**config.mk**
```make
export PLATFORM = sky130hd
export DESIGN_NAME = hfps_ram
export DESIGN_NICKNAME = d
export VERILOG_FILES = /design/src/hw/rtl/hfps_ram.sv
export SDC_FILE = /design/constraint.sdc
export NUM_CORES = 1
export LEC_CHECK = 0
export ABC_AREA = 1
export BUFFER_PORTS_ARGS = -buffer_cell sky130_fd_sc_hd__buf_2
export CAP_MARGIN = 0
export CELL_PAD_IN_SITES_DETAIL_PLACEMENT = 1
export CELL_PAD_IN_SITES_GLOBAL_PLACEMENT = 2
export CORE_MARGIN = 2
export CORE_UTILIZATION = 37
export CTS_CLUSTER_DIAMETER = 60
export DETAILED_ROUTE_END_ITERATION = 10
export PLACE_DENSITY = 0.73
export SYNTH_ARGS = -nofsm -noshare
export SYNTH_HDL_FRONTEND = slang
export SYNTH_SLANG_ARGS = --single-unit
export TNS_END_PERCENT = 100
```
**constraint.sdc**
```tcl
create_clock -name aclk -period 0.9 [get_ports aclk]
set_input_delay 0.045 -clock aclk [delete_from_list [all_inputs] [get_ports aclk]]
set_output_delay 0.045 -clock aclk [all_outputs]
set_load 0.02 [all_outputs]
```
**src/hw/rtl/hfps_ram.sv**
```systemverilog
module hfps_ram #(
    parameter int WIDTH = 8,
    parameter int DEPTH = 16
) (
    input  logic                                        aclk,
    input  logic                                        wr_en,
    input  logic [((DEPTH > 1) ? $clog2(DEPTH) : 1)-1:0] wr_addr,
    input  logic [WIDTH-1:0]                            wr_data,
    input  logic                                        rd_en,
    input  logic [((DEPTH > 1) ? $clog2(DEPTH) : 1)-1:0] rd_addr,
    output logic [WIDTH-1:0]                            rd_data
);

    logic [WIDTH-1:0] mem [DEPTH];
    logic [WIDTH-1:0] rd_data_reg;

    // Write port
    always_ff @(posedge aclk) begin
        if (wr_en) begin
            mem[wr_addr] <= wr_data;
        end
    end

    // Registered read, hold data between reads
    always_ff @(posedge aclk) begin
        if (rd_en) begin
            rd_data_reg <= mem[rd_addr];
        end
    end

    assign rd_data = rd_data_reg;

endmodule

```
==> flow_summary.json <==
{
  "cts_buffers": 17,
  "synth_fa_ha_area_share_pct": 0,
  "drc": 0,
  "comb_power_share_pct": 8.2,
  "synth_area_leader_cell": "edfxtp_1",
  "cts.htree.levels": 4,
  "cellLeakagePower_uw": 0.00317,
  "synth_top_area_share_pct": 69.8,
  "rsz0062_at_grt": "true",
  "die_y_um": 130,
  "worstSetupEndpointType": "flop",
  "synthSimpleGateAreaFrac_pct": 20.8,
  "num_vias": 4018,
  "violations": "negative setup slack",
  "synthCells": 551,
  "dieWidth_um": 130,
  "antenna_found_initial": 0,
  "ant_nets": 0,
  "critPathKind": "flop to flop",
  "crit_fanout": 1,
  "worstPathArrival_ns": 1.26,
  "layout_commonest_cell": "nand2_1",
  "synth_cell_type_count": 11,
  "syn_area_um2": 5850,
  "power_uw": 15000,
  "cp.required_ns": 1.08,
  "power.density_nw_per_um2": 2000,
  "whs_endpoint": "mem[5][4]",
  "p_sw_uw": 3380,
  "whs_path_depth": 1,
  "rr_worst_depth": 6,
  "first_iter_violations": 256,
  "synth-xor-area-share_pct": 0,
  "clk_pin_slew_ns": 0.06,
  "initial_core_util_pct": 38.2,
  "setup_tns_ns": -2.28,
  "grt_max_degree": 20,
  "final_nets": 630,
  "core_area_um2": 15300,
  "vias_per_cell": 4.81,
  "maxSlewHeadroom_pct": 69.6,
  "portBuffers": 26,
  "pwr-share-clk_pct": 43.8,
  "cts_buffer_depth": 2,
  "synth_area_leaders": "edfxtp_1 (70%), nand2_1 (11%), nand3_1 (8.3%)",
  "synth_top_family_by_area": "simple AND/OR/NAND/NOR gates",
  "status": "complete, but fails checks",
  "r2r_slack_ns": -0.18,
  "antenna_cells": 0,
  "syn_nets": 570,
  "hold_ws_ns": 0.0619,
  "clock-sinks": 136,
  "fmax_mhz": 928,
  "routed_wl_mm": 16.0,
  "final_cell_mix": "nand2_1 (162), edfxtp_1 (136), inv_1 (96), nand3_2 (49), nand3_1 (44)",
  "hp-start": "wr_data[4]",
  "drive_above_1_share_pct": 26.1,
  "fin_worst_skew_ns": 0.00678,
  "drt-pass1-iter-count": 5,
  "tightest_slew_ns": 0.455,
  "crit_path_start_kind": "flop",
  "fin_crit_sh_pct": 120,
  "ios": 27,
  "gr-total-overflow": 0,
  "synth_area_per_cell_um2": 10.6,
  "synth_mux_area_share_pct": 0,
  "stdcell_count": 835,
  "setup_ws_ns": -0.178,
  "worstPathCellList": "inv_1, nand2_1, nand3_2, nand3_4, nand3_2, nand2_2",
  "cpMaxStageDelayCell": "edfxtp_1",
  "hp-class": "primary input to flop",
  "p_int_uw": 11600,
  "reg2reg_to": "rd_data[0]",
  "largest_reg_flops": 128,
  "std_cell_rows": 45,
  "insertion_delay_ns": 0.42,
  "fin_crit_ns": 1.08,
  "grt.total_usage_pct": 20.7,
  "maxSlewViolCount": 0,
  "hold_violations": 0,
  "detailed_place_hpwl_mm": 10.6,
  "yosysSeqAreaShare_pct": 69.8,
  "cap_viol_max_count": 0,
  "grt_pass1_wl_mm": 24.7,
  "p_sw_share_pct": 22.6,
  "tritoncts": "built",
  "syn2layout_area_growth_pct": 27.8,
  "place_congestion": 0.830,
  "grt_pass1_vias": 4190,
  "cp_common_cell": "nand3_2",
  "wl_per_cell_um": 19.1,
  "reg2reg_from": "mem[9][0]",
  "synth_warnings": 0,
  "pwr-share-seq_pct": 48.0,
  "dp.cells": 801,
  "crit_path_max_incr_delay_ns": 0.36,
  "synth-compound-area-share_pct": 0,
  "post_cts_buffers": 0,
  "setup_viol": 16,
  "design.die.area_um2": 16800,
  "clock-root-buffer": "clkbuf_16",
  "ir_worst_vdd_mv": 1.33,
  "synth_seq_cells": 136
}
[stage by stage]
| step | util, % | setup WS (ns) | instance area [um^2] |
|---|---|---|---|
| 3_3_place_gp | 42.6 | -0.514 | 6530 |
| 4_1_cts | 48.1 | -0.193 | 7370 |
| 6_report | 48.8 | -0.178 | 7470 |
| 3_5_place_dp | 42.6 | -0.536 | 6530 |
| 2_1_floorplan | - | -0.0958 | 5860 |
| 5_1_grt | 48.8 | -0.243 | 7470 |
[metal layers]
| layer | GRT usage (%) | up-vias | wire [um] | share of wire (%) |
|---|---|---|---|---|
| met5 | 0 | - | 0 | 0 |
| met4 | 8.29 | 0 | 345 | 2.2 |
| met3 | 3.98 | 24 | 518 | 3.2 |
| met2 | 32.8 | 74 | 7410 | 46 |
| met1 | 28.2 | 2015 | 7700 | 48 |
| li1 | - | 1905 | - | - |
[power by group through the flow]
stage	clock network (uW)	logic (uW)	registers (uW)
finish	6550	1230	7190
global route	6910	1350	7200
CTS	6680	1210	7190
detailed placement	0	1080	7310
global placement	0	1050	7310
floorplan	0	506	7340
[how the worst max path moves through the flow]
stage	startpoint	endpoint	slack [ns]	cells after the start
6_report	mem[9][0]	rd_data[0]	-0.18	6
3_3_place_gp	rd_addr[0]	rd_data[7]	-0.51	8
5_1_grt	mem[10][2]	rd_data[2]	-0.24	6
2_1_floorplan	wr_addr[2]	mem[10][0]	-0.1	2
3_5_place_dp	rd_addr[0]	rd_data[0]	-0.54	8
4_1_cts	rd_data[4]	rd_data[4]	-0.19	1
[worst max-delay path: cells and delay by family, from the launching register on]
family,cells,cell delay (ns)
AND/OR/NAND/NOR,5,0.42
flip-flops,1,0.36
buffers and inverters,1,0.06
[timing repair]
action / CTS / global route
resized for setup: 62 / 25
hold buffers: 2 / 0
cloned: 0 / 0
pin swaps: 33 / 21
hold endpoints to repair: 11 / 0
endpoints found under the setup margin: 16 / 16
[cells in the mapped netlist]
master and count:
buf_1 1, buf_2 13, buf_4 4, buf_6 6
edfxtp_1 136, inv_1 100, inv_2 2, nand2_1 173
nand3_1 97, nand3b_1 2, nor2_1 17
[layout make-up]
cell class                 instances  area (um^2)
fill                            1668         7850
clock inverter                    11          106
multi-input combinational        289         1550
tap                              211          264
sequential                       136         4080
clock buffer                      21          440
timing repair buffer              65          641
inverter                         102          383
[cells by family after synthesis]
logic type / Yosys count
buffers and inverters: 126
DFF: 136
and+or+nand+nor: 289
(Power assumes the default switching activity.)
