$ cat config.mk
export PLATFORM = sky130hd
export DESIGN_NAME = hfps_engine
export DESIGN_NICKNAME = d
export VERILOG_FILES = /design/src/hw/rtl/hfps_pkg.sv /design/src/hw/rtl/hfps_engine.sv
export SDC_FILE = /design/constraint.sdc
export NUM_CORES = 1
export LEC_CHECK = 0
export BUFFER_PORTS_ARGS = -buffer_cell sky130_fd_sc_hd__clkbuf_2
export CORE_MARGIN = 2
export CORE_UTILIZATION = 45
export DETAILED_ROUTE_END_ITERATION = 7
export MAX_ROUTING_LAYER = met4
export PLACE_DENSITY = 0.7
export SYNTH_ARGS = -nofsm -noshare
export SYNTH_HDL_FRONTEND = slang
export SYNTH_SLANG_ARGS = --single-unit
$ cat constraint.sdc
create_clock -name aclk -period 5.05 [get_ports aclk]
set_clock_uncertainty 0.15 [all_clocks]
set_input_delay 0.2525 -clock aclk [delete_from_list [all_inputs] [get_ports aclk]]
set_output_delay 0.2525 -clock aclk [all_outputs]
set_load 0.02 [all_outputs]
$ cat src/hw/rtl/hfps_pkg.sv
package hfps_pkg;

    // Store geometry
    localparam int MAX_PAGES = 32;
    localparam int MAX_SLOTS = 64;

    localparam int PAGE_W  = (MAX_PAGES > 1) ? $clog2(MAX_PAGES) : 1;
    localparam int SLOT_W  = (MAX_SLOTS > 1) ? $clog2(MAX_SLOTS) : 1;
    localparam int PCNT_W  = $clog2(MAX_PAGES + 1);
    localparam int KEY_AW  = PAGE_W + SLOT_W;
    localparam int KEY_DEPTH = 1 << KEY_AW;

    // Fixed field widths
    localparam int ACT_W      = 2;
    localparam int SIZE_W     = 16;
    localparam int KEY_W      = 32;
    localparam int KIND_W     = 2;
    localparam int OUT_PAGE_W = 5;
    localparam int OUT_SLOT_W = 6;
    localparam int CNT_W      = 7;
    localparam int NEED_W     = SIZE_W + 1;

    localparam int PAGE_HEADER = 16;
    localparam int SLOT_COST   = 4;
    localparam logic [SIZE_W-1:0] PAGE_LEN_RESET = 16'd4096;

    typedef enum logic [ACT_W-1:0] {
        ACT_INSERT = 2'd0,
        ACT_SEARCH = 2'd1,
        ACT_COUNT  = 2'd2
    } action_e;

    typedef enum logic [KIND_W-1:0] {
        KIND_INSERT  = 2'd0,
        KIND_SEARCH  = 2'd1,
        KIND_PAGES   = 2'd2,
        KIND_RECORDS = 2'd3
    } kind_e;

    typedef enum logic [3:0] {
        ST_IDLE,
        ST_INS_RD,
        ST_INS_CHK,
        ST_INS_NEW,
        ST_SR_PT,
        ST_SR_PTW,
        ST_SR_KEY,
        ST_CNT_RD,
        ST_CNT_CAP,
        ST_RESULT
    } state_t;

    // One page table entry
    typedef struct packed {
        logic [SIZE_W-1:0] free;
        logic [CNT_W-1:0]  records;
    } pt_entry_t;

    localparam int PT_W = $bits(pt_entry_t);

    typedef struct packed {
        logic              rd_en;
        logic [PAGE_W-1:0] rd_addr;
        logic              wr_en;
        logic [PAGE_W-1:0] wr_addr;
        pt_entry_t         wr_data;
    } pt_req_t;

    typedef struct packed {
        logic              rd_en;
        logic [KEY_AW-1:0] rd_addr;
        logic              wr_en;
        logic [KEY_AW-1:0] wr_addr;
        logic [KEY_W-1:0]  wr_data;
    } key_req_t;

    // One result item
    typedef struct packed {
        kind_e                 kind;
        logic                  success;
        logic [OUT_PAGE_W-1:0] page;
        logic [OUT_SLOT_W-1:0] slot;
        logic [CNT_W-1:0]      count;
        logic                  last;
    } res_t;

endpackage

$ cat src/hw/rtl/hfps_engine.sv
module hfps_engine (
    input  logic                          aclk,
    input  logic                          aresetn,
    input  logic [hfps_pkg::SIZE_W-1:0]   page_len,
    input  logic                          s_valid,
    output logic                          s_ready,
    input  logic [hfps_pkg::ACT_W-1:0]    s_action,
    input  logic [hfps_pkg::SIZE_W-1:0]   s_record_size,
    input  logic [hfps_pkg::KEY_W-1:0]    s_record_key,
    output logic                          m_valid,
    input  logic                          m_ready,
    output hfps_pkg::res_t                m_res,
    output hfps_pkg::pt_req_t             pt_req,
    input  hfps_pkg::pt_entry_t           pt_rd,
    output hfps_pkg::key_req_t            key_req,
    input  logic [hfps_pkg::KEY_W-1:0]    key_rd
);
    import hfps_pkg::*;

    state_t               state_reg, state_next;
    logic [PCNT_W-1:0]    pages_reg, pages_next;
    logic [PCNT_W-1:0]    p_reg, p_next;
    logic [NEED_W-1:0]    need_reg, need_next;
    logic [KEY_W-1:0]     key_reg, key_next;
    logic [CNT_W-1:0]     rec_reg, rec_next;
    logic [CNT_W-1:0]     slot_reg, slot_next;
    logic                 cmp_valid_reg, cmp_valid_next;
    logic [SLOT_W-1:0]    cmp_slot_reg, cmp_slot_next;
    res_t                 pend_reg, pend_next;
    res_t                 out_reg, out_next;
    logic                 m_valid_reg, m_valid_next;

    logic [PCNT_W-1:0]    p_plus;
    logic [PAGE_W-1:0]    p_addr;
    logic [PAGE_W-1:0]    new_addr;
    logic                 last_page;
    logic                 fits_old;
    logic                 slots_full;
    logic [SIZE_W-1:0]    fresh;
    logic                 fits_new;
    logic                 table_full;
    logic                 hit;
    logic                 more_slots;
    logic                 out_free;
    logic                 accept;

    // Shared conditions
    assign p_plus     = p_reg + PCNT_W'(1);
    assign p_addr     = PAGE_W'(p_reg);
    assign new_addr   = PAGE_W'(pages_reg);
    assign last_page  = (p_plus == pages_reg);
    assign fits_old   = ({1'b0, pt_rd.free} >= need_reg);
    assign slots_full = (pt_rd.records >= CNT_W'(MAX_SLOTS));
    assign fresh      = (page_len > SIZE_W'(PAGE_HEADER)) ?
                        SIZE_W'(page_len - SIZE_W'(PAGE_HEADER)) : '0;
    assign fits_new   = ({1'b0, fresh} >= need_reg);
    assign table_full = (pages_reg >= PCNT_W'(MAX_PAGES));
    assign hit        = cmp_valid_reg && (key_rd == key_reg);
    assign more_slots = (slot_reg < rec_reg);
    assign out_free   = !m_valid_reg || m_ready;
    assign accept     = s_valid && (state_reg == ST_IDLE);

    assign s_ready = (state_reg == ST_IDLE);
    assign m_valid = m_valid_reg;
    assign m_res   = out_reg;

    // Next state
    always_comb begin
        state_next = state_reg;
        unique case (state_reg)
            ST_IDLE: begin
                if (s_valid) begin
                    unique case (s_action)
                        ACT_INSERT: state_next = (pages_reg == '0) ? ST_INS_NEW : ST_INS_RD;
                        ACT_SEARCH: state_next = (pages_reg == '0) ? ST_RESULT : ST_SR_PT;
                        ACT_COUNT:  state_next = ST_RESULT;
                        default:    state_next = ST_IDLE;
                    endcase
                end
            end
            ST_INS_RD:  state_next = ST_INS_CHK;
            ST_INS_CHK: begin
                if (fits_old) begin
                    state_next = ST_RESULT;
                end else if (last_page) begin
                    state_next = ST_INS_NEW;
                end else begin
                    state_next = ST_INS_RD;
                end
            end
            ST_INS_NEW: state_next = ST_RESULT;
            ST_SR_PT:   state_next = ST_SR_PTW;
            ST_SR_PTW:  state_next = ST_SR_KEY;
            ST_SR_KEY: begin
                if (hit) begin
                    state_next = ST_RESULT;
                end else if (!more_slots) begin
                    state_next = last_page ? ST_RESULT : ST_SR_PT;
                end
            end
            ST_CNT_RD:  state_next = ST_CNT_CAP;
            ST_CNT_CAP: state_next = ST_RESULT;
            ST_RESULT: begin
                if (out_free) begin
                    state_next = pend_reg.last ? ST_IDLE : ST_CNT_RD;
                end
            end
            default:    state_next = ST_IDLE;
        endcase
    end

    // Datapath and memory requests
    always_comb begin
        pages_next     = pages_reg;
        p_next         = p_reg;
        need_next      = need_reg;
        key_next       = key_reg;
        rec_next       = rec_reg;
        slot_next      = slot_reg;
        cmp_valid_next = cmp_valid_reg;
        cmp_slot_next  = cmp_slot_reg;
        pend_next      = pend_reg;
        out_next       = out_reg;
        m_valid_next   = m_valid_reg && !m_ready;
        pt_req         = '0;
        key_req        = '0;

        unique case (state_reg)
            ST_IDLE: begin
                if (accept) begin
                    need_next = {1'b0, s_record_size} + NEED_W'(SLOT_COST);
                    key_next  = s_record_key;
                    p_next    = '0;
                    pend_next = '{kind: KIND_SEARCH, success: 1'b0, page: '0,
                                  slot: '0, count: '0, last: 1'b1};
                    if (s_action == ACT_COUNT) begin
                        pend_next.kind  = KIND_PAGES;
                        pend_next.count = CNT_W'(pages_reg);
                        pend_next.last  = (pages_reg == '0);
                    end
                end
            end
            ST_INS_RD: begin
                pt_req.rd_en   = 1'b1;
                pt_req.rd_addr = p_addr;
            end
            ST_INS_CHK: begin
                pend_next = '{kind: KIND_INSERT, success: 1'b0, page: '0,
                              slot: '0, count: '0, last: 1'b1};
                if (fits_old) begin
                    if (!slots_full) begin
                        key_req.wr_en   = 1'b1;
                        key_req.wr_addr = {p_addr, SLOT_W'(pt_rd.records)};
                        key_req.wr_data = key_reg;
                        pt_req.wr_en    = 1'b1;
                        pt_req.wr_addr  = p_addr;
                        pt_req.wr_data.free    = SIZE_W'({1'b0, pt_rd.free} - need_reg);
                        pt_req.wr_data.records = pt_rd.records + CNT_W'(1);
                        pend_next.success = 1'b1;
                    end
                end else if (!last_page) begin
                    p_next = p_plus;
                end
            end
            ST_INS_NEW: begin
                pend_next = '{kind: KIND_INSERT, success: 1'b0, page: '0,
                              slot: '0, count: '0, last: 1'b1};
                if (!table_full) begin
                    pages_next     = pages_reg + PCNT_W'(1);
                    pt_req.wr_en   = 1'b1;
                    pt_req.wr_addr = new_addr;
                    if (fits_new) begin
                        key_req.wr_en   = 1'b1;
                        key_req.wr_addr = {new_addr, SLOT_W'(0)};
                        key_req.wr_data = key_reg;
                        pt_req.wr_data.free    = SIZE_W'({1'b0, fresh} - need_reg);
                        pt_req.wr_data.records = CNT_W'(1);
                        pend_next.success = 1'b1;
                    end else begin
                        pt_req.wr_data.free    = fresh;
                        pt_req.wr_data.records = '0;
                    end
                end
            end
            ST_SR_PT: begin
                pt_req.rd_en   = 1'b1;
                pt_req.rd_addr = p_addr;
            end
            ST_SR_PTW: begin
                rec_next       = pt_rd.records;
                slot_next      = '0;
                cmp_valid_next = 1'b0;
            end
            ST_SR_KEY: begin
                // Issue one key read a cycle, compare the previous one
                cmp_valid_next = 1'b0;
                if (hit) begin
                    pend_next = '{kind: KIND_SEARCH, success: 1'b1,
                                  page: OUT_PAGE_W'(p_reg),
                                  slot: OUT_SLOT_W'(cmp_slot_reg),
                                  count: '0, last: 1'b1};
                end else if (more_slots) begin
                    key_req.rd_en   = 1'b1;
                    key_req.rd_addr = {p_addr, SLOT_W'(slot_reg)};
                    slot_next       = slot_reg + CNT_W'(1);
                    cmp_valid_next  = 1'b1;
                    cmp_slot_next   = SLOT_W'(slot_reg);
                end else if (last_page) begin
                    pend_next = '{kind: KIND_SEARCH, success: 1'b0, page: '0,
                                  slot: '0, count: '0, last: 1'b1};
                end else begin
                    p_next = p_plus;
                end
            end
            ST_CNT_RD: begin
                pt_req.rd_en   = 1'b1;
                pt_req.rd_addr = p_addr;
            end
            ST_CNT_CAP: begin
                pend_next = '{kind: KIND_RECORDS, success: 1'b0,
                              page: OUT_PAGE_W'(p_reg), slot: '0,
                              count: pt_rd.records, last: last_page};
                p_next = p_plus;
            end
            ST_RESULT: begin
                if (out_free) begin
                    out_next     = pend_reg;
                    m_valid_next = 1'b1;
                end
            end
            default: begin
            end
        endcase
    end

    // Control registers
    always_ff @(posedge aclk) begin
        if (!aresetn) begin
            state_reg     <= ST_IDLE;
            pages_reg     <= '0;
            cmp_valid_reg <= 1'b0;
            m_valid_reg   <= 1'b0;
        end else begin
            state_reg     <= state_next;
            pages_reg     <= pages_next;
            cmp_valid_reg <= cmp_valid_next;
            m_valid_reg   <= m_valid_next;
        end
    end

    // Payload registers
    always_ff @(posedge aclk) begin
        p_reg        <= p_next;
        need_reg     <= need_next;
        key_reg      <= key_next;
        rec_reg      <= rec_next;
        slot_reg     <= slot_next;
        cmp_slot_reg <= cmp_slot_next;
        pend_reg     <= pend_next;
        out_reg      <= out_next;
    end

    a_pages_bound: assert property (@(posedge aclk) disable iff (!aresetn)
        pages_reg <= PCNT_W'(MAX_PAGES))
        else $error("open page count beyond page table size");

    a_key_wr_with_pt: assert property (@(posedge aclk) disable iff (!aresetn)
        key_req.wr_en |-> pt_req.wr_en)
        else $error("key stored without page table update");

    a_wr_then_result: assert property (@(posedge aclk) disable iff (!aresetn)
        pt_req.wr_en |=> state_reg == ST_RESULT)
        else $error("page table write not followed by result");

    a_cmp_after_read: assert property (@(posedge aclk) disable iff (!aresetn)
        cmp_valid_reg |-> $past(key_req.rd_en))
        else $error("key compare without a preceding read");

endmodule

==> results of run 1 <==
worst paths after layout:
path,startpoint,to,slack (ns),depth (start not counted)
setup / recovery,page_len[10],key_req[12],0.43,15
hold reg to reg,pend_reg[8]$_DFFE_PP_,m_res[8]$_DFFE_PP_,0.27,0
setup reg to reg,need_reg[1]$_DFFE_PP_,p_reg[2]$_SDFFCE_PN0P_,1.65,8
hold / removal,s_record_size[5],need_reg[5]$_DFFE_PP_,0.02,2
Yosys cell counts (14+ instances only):
| cell type | count |
|---|---|
| clkbuf_1 | 15 |
| nor2_1 | 79 |
| xor2_1 | 56 |
| inv_1 | 46 |
| ha_1 | 47 |
| nand2_1 | 46 |
| o21ai_0 | 28 |
| and2_1 | 65 |
| mux2i_1 | 14 |
| a21oi_1 | 27 |
| xnor2_1 | 37 |
| nand3_1 | 23 |
| edfxtp_1 | 119 |
| nor3_1 | 24 |
area by class of cell:
class,count,area share
Clock buffer,18,0.03896
Antenna cell,1,0.0002271
Clock inverter,14,0.01817
Sequential cell,131,0.3462
Timing Repair Buffer,288,0.1517
Tap cell,234,0.02658
Inverter,46,0.01567
Multi-Input combinational cell,635,0.4025
cell families (layout without fill, tap and decap cells):
logic type | count (synthesis) | in the layout | share of synthesized area
compound gates | 157 | 157 | 0.1306
xor+xnor | 94 | 94 | 0.09818
fa+ha+maj | 49 | 49 | 0.07367
buf+inv | 69 | 366 | 0.03463
flops | 131 | 131 | 0.4473
mux | 15 | 15 | 0.01776
other cells | 0 | 1 | 0
simple gates | 320 | 320 | 0.1978
placed cells by master, fill, tap and decap left out, types with 13 or more instances in the layout:
master	Yosys	routed
a21oi_1	27	27
and2_1	65	65
clkbuf_16	0	17
clkbuf_2	0	239
dlygate4sd3_1	0	43
edfxtp_1	119	119
ha_1	47	47
inv_1	46	45
mux2i_1	14	14
nand2_1	46	46
nand3_1	23	23
nand4_1	13	13
nor2_1	79	79
nor3_1	24	23
nor4_1	13	13
o21ai_0	28	28
xnor2_1	37	37
xor2_1	56	56
repair_timing:
item | 4_1_cts | 5_1_grt
setup endpoints to repair | 0 | 2
endpoints found under the hold margin | 45 | 0
gates resized for setup | 0 | 1
hold buffers | 43 | 0
layer usage:
layer	GRT usage	share of wire
met1	0.3001	0.43
met5	-	0
met4	0.07737	0.030
met2	0.3855	0.48
met3	0.04826	0.058
stage by stage:
stage	cell area [µm²]	hold WS (ns)	total power, mW	std cells
5_1_grt	11020	0.01134	4.465	1367
4_1_cts	11010	0.0009774	4.243	1366
6_report	11020	0.02170	4.232	1367
2_1_floorplan	8526	0.2014	2.519	835
3_5_place_dp	9947	0.2554	2.897	1291
3_3_place_gp	9947	0.2506	2.872	1291
where the power goes:
group          internal (mW)  switching [mW]
clock network          0.834           0.482
registers               1.48           0.149
logic                  0.513           0.774
total                   2.83            1.40
==> flow_summary.ini, run 1 <==
[timing]
worst_slew_margin_rel = 0.2640
fin_crit_sh = 0.9155
setup_viol = 0
worst_pin_slew_ns = 1.104
finalCriticalPeriod_ns = 4.623
fin_tns_setup_ns = 0
hold_viol = 0
slew_viol_final = 0
clock.fmax_ghz = 0.2163
setup_slack_ns = 0.4267
grt_setup_unrepaired = no

[yosys]
synthTopCellsByArea = edfxtp_1 (42%), ha_1 (6.9%), xor2_1 (5.8%)
synth_cells = 835
synth_top_area_frac = 0.4191
ys_seq_area_frac = 0.4473
synth_edf_count = 119
syn-cell-area_um2 = 8526
synth.distinct_cells = 69
synth-seq-cells = 131
syn_area_per_cell_um2 = 10.21
synth_nets = 1009
synth-main-ff-cell = edfxtp_1
ys_warn_count = 0
yosys.area.top_type = edfxtp_1
async_flop_share = 0

[cells_and_area]
drive_gt1_frac = 0.2624
syn_to_final_growth_pct = 29.22
fin_util = 0.5909
fillerInstances = 1647
largest_reg_flops = 32
nets = 1293
ff_latch_area_um2 = 3814
multi_input_area_um2 = 4434

[drt]
ant_nets = 0
vias = 7368
drt_wl_total_um = 23070
vias_per_cell = 5.390
drt_pass1_iterations = 5
first_iter_violations = 530
wl_per_cell_um = 16.88
drcViolationCount = 0

[die]
ios = 240
die_x_um = 141.6
die_height_um = 141.6
rows = 50
core_area_um2 = 18640
dieArea_um2 = 20060
floorplan.initialDensity = 0.4573

[clock_tree]
post_cts_buffers = 0
clk_pin_slew_ns = 0.06
cts_root_buffer = clkbuf_16
htree_levels = 4
clock_latency_ns = 0.42
numClockSinks = 131
numCtsBuffers = 17
cts_tree = yes
clockBufferDepth = 2

[global_routing]
grt_first_pass_wirelength_um = 36050
grt_max_degree = 50
grt_overflow = 0
antenna_found_initial = 1
grt_pass1_vias = 7166
grt_use_total = 0.2376

[placement]
place_ws_ns = 0.3368
portBuffers = 239
place_congestion = 0.9290
hpwl_um = 17750

[worst_setup_path]
worstPathArrival_ns = 4.22
required_ns = 4.65
crit_path_max_fanout = 34
crit_slowest_cell = o21ai_4
cp_num_buf_inv = 3
critPathMaxStageDelay_ns = 0.62
cp_top_family = compound AO/OA/AOI/OAI gates
critPathKind = primary input to output port
critPathLaunchType = primary input
cp_common_cell = clkbuf_2
cp-end-kind = output port
path_cells = clkbuf_2 > or4_1 > nor3_1 > nor4b_4 > buf_4 > a21oi_1 > ha_1 > a211oi_1 > nor3b_2 > o211ai_1 > a21o_1 > a21o_2 > o21ai_4 > and2_1 > clkbuf_2

[power_and_ir_drop]
powerDensity_nw_per_um2 = 384.2
leakagePower_nw = 4.780
peakVddDrop_v = 0.0002983

[run]
drv_cap = 0

[run_status]
status = finished, final reports clean

[min_path]
hold_path.class = primary input to flip-flop
Power figures use the tool's default switching activity.
==> inputs of run 2 (changes only) <==
--- a/constraint.sdc
+++ b/constraint.sdc
@@ -4,2 +4,2 @@
 set_output_delay 0.2525 -clock aclk [all_outputs]
-set_load 0.02 [all_outputs]
+set_load 0.1 [all_outputs]
==> flow_summary.ini, run 2 (synthesis results as in run 1) <==
[clock_tree]
clockBufferDepth = 2
clk_pin_slew_ns = 0.06
post_cts_buffers = 0
clock_latency_ns = 0.43
numClockSinks = 131
cts_tree = yes
cts_root_buffer = clkbuf_16
htree_levels = 4
numCtsBuffers = 17

[power_and_ir_drop]
peakVddDrop_v = 0.0002828
leakagePower_nw = 4.934
powerDensity_nw_per_um2 = 385.0
p_total_mw = 4.534

[cells_and_area]
drive_gt1_frac = 0.2661
stdcell_area_um2 = 11780
syn_to_final_growth_pct = 38.16
fillerInstances = 1485
final_common_cell = clkbuf_2
final_cell_mix = clkbuf_2 (186), edfxtp_1 (119), nor2_1 (78)
nets = 1292
largest_reg_flops = 32

[drt]
vias_per_cell = 5.458
wl_per_cell_um = 17.84
drt_wl_total_um = 24360
top_layer = met4
drcViolationCount = 0
first_iter_violations = 547
wl_met2_um = 12350
vias = 7456
drt_pass1_iterations = 7
ant_nets = 0
drt-met1-wl_um = 9954
wl_met3_um = 1480

[timing]
worst_slew_margin_rel = 0.2601
setup_slack_ns = 0.3295
finalCriticalPeriod_ns = 4.721
fin_crit_sh = 0.9348
grt_setup_unrepaired = no
slew_viol_final = 0
worst_hold_slack_ns = 0.01910
hold_viol = 0
setup_viol = 0
worst_pin_slew_ns = 1.110
clock.fmax_ghz = 0.2118
fin_tns_setup_ns = 0

[die]
die_x_um = 141.6
floorplan.initialDensity = 0.4573
core_area_um2 = 18640
dieArea_um2 = 20060
die_height_um = 141.6
ios = 240
rows = 50

[placement]
place_ws_ns = 0.09095
place_area_um2 = 10740
portBuffers = 239
place_congestion = 0.9324
hpwl_um = 18200

[worst_setup_path]
worstPathArrival_ns = 4.32
critPathKind = primary input to output port
critPathLaunchType = primary input
cp_common_cell = nor3b_2
path_cells = clkbuf_2 > or4_1 > nor3_1 > nor4b_4 > buf_4 > a21oi_1 > ha_1 > a211oi_1 > nor3b_2 > o211ai_1 > nor3b_2 > a21o_2 > mux2_2 > o22ai_2 > buf_12
required_ns = 4.65
crit_path_max_fanout = 16
cp-end-kind = output port
crit_slowest_cell = or4_1
critPathMaxStageDelay_ns = 0.54

[min_path]
hold_path.class = primary input to flip-flop

[global_routing]
antenna_found_initial = 1
grt_first_pass_wirelength_um = 37460
grt_pass1_vias = 7392
grt_overflow = 0
grt_max_degree = 50
grt_use_total = 0.2503

[run]
drv_cap = 0

[run_status]
status = finished, final reports clean
-- run 2: cell types whose count changed in the layout (fill, tap and decap cells not counted), moves of 2 or more --
cell / change
clkinv_4: -2
buf_12: +52
clkbuf_2: -53
inv_6: +2
clkinvlp_4: +3
bufinv_16: -2
-- run 2: area by class of cell --
cell class              count  area [µm²]  share of cell area
clock buffers              17       425.4             0.03612
multi-input cells         636        4466              0.3791
diodes                      1       2.502           0.0002124
well taps                 234       292.8             0.02486
inverters                  46       172.7             0.01466
flip-flops and latches    131        3814              0.3238
clock inverters            15       168.9             0.01434
repair buffers            286        2437              0.2069
-- run 2: path summary, 6_finish.rpt --
kind	start	endpoint	slack, ns	cells after the start
min reg2reg	pend_reg[10]$_DFFE_PP_	m_res[10]$_DFFE_PP_	0.27	0
max reg2reg	need_reg[1]$_DFFE_PP_	pend_reg[19]$_DFFE_PP_	1.51	9
min	s_record_size[7]	need_reg[7]$_DFFE_PP_	0.02	2
max	page_len[10]	pt_req[7]	0.33	15
-- run 2: through the flow --
| stage | instances | utilization |
|---|---|---|
| final | 1366 | 0.6318 |
| after global routing | 1366 | 0.6318 |
| after CTS | 1364 | 0.6304 |
| after detailed placement | 1290 | 0.5760 |
| after global placement | 1290 | 0.5760 |
| after floorplan | 835 | - |
-- run 2: critical path: cells and delay by family --
| family | cells | cell delay, ns |
|---|---|---|
| compound gates | 5 | 1.18 |
| simple gates | 5 | 1.52 |
| buf+inv | 3 | 0.58 |
| fa+ha+maj | 1 | 0.39 |
| mux | 1 | 0.39 |
-- run 2: metal layers --
layer  up-vias  global-route usage
met3        43             0.04421
met1      3491              0.3018
met2       309              0.4267
met5         -                   -
met4         0             0.08421
li1       3613                   -
-- run 2: what timing repair did --
action,in CTS,in global routing
endpoints found under the setup margin,0,48
endpoints found under the hold margin,44,0
hold buffers,42,0
resized for setup,0,2
-- run 2: report_power, final --
part	total (mW)	internal, mW	switching, mW
sequential	1.63	1.48	0.153
combinational	1.65	0.561	1.09
clock	1.25	0.740	0.511
total	4.53	2.78	1.75
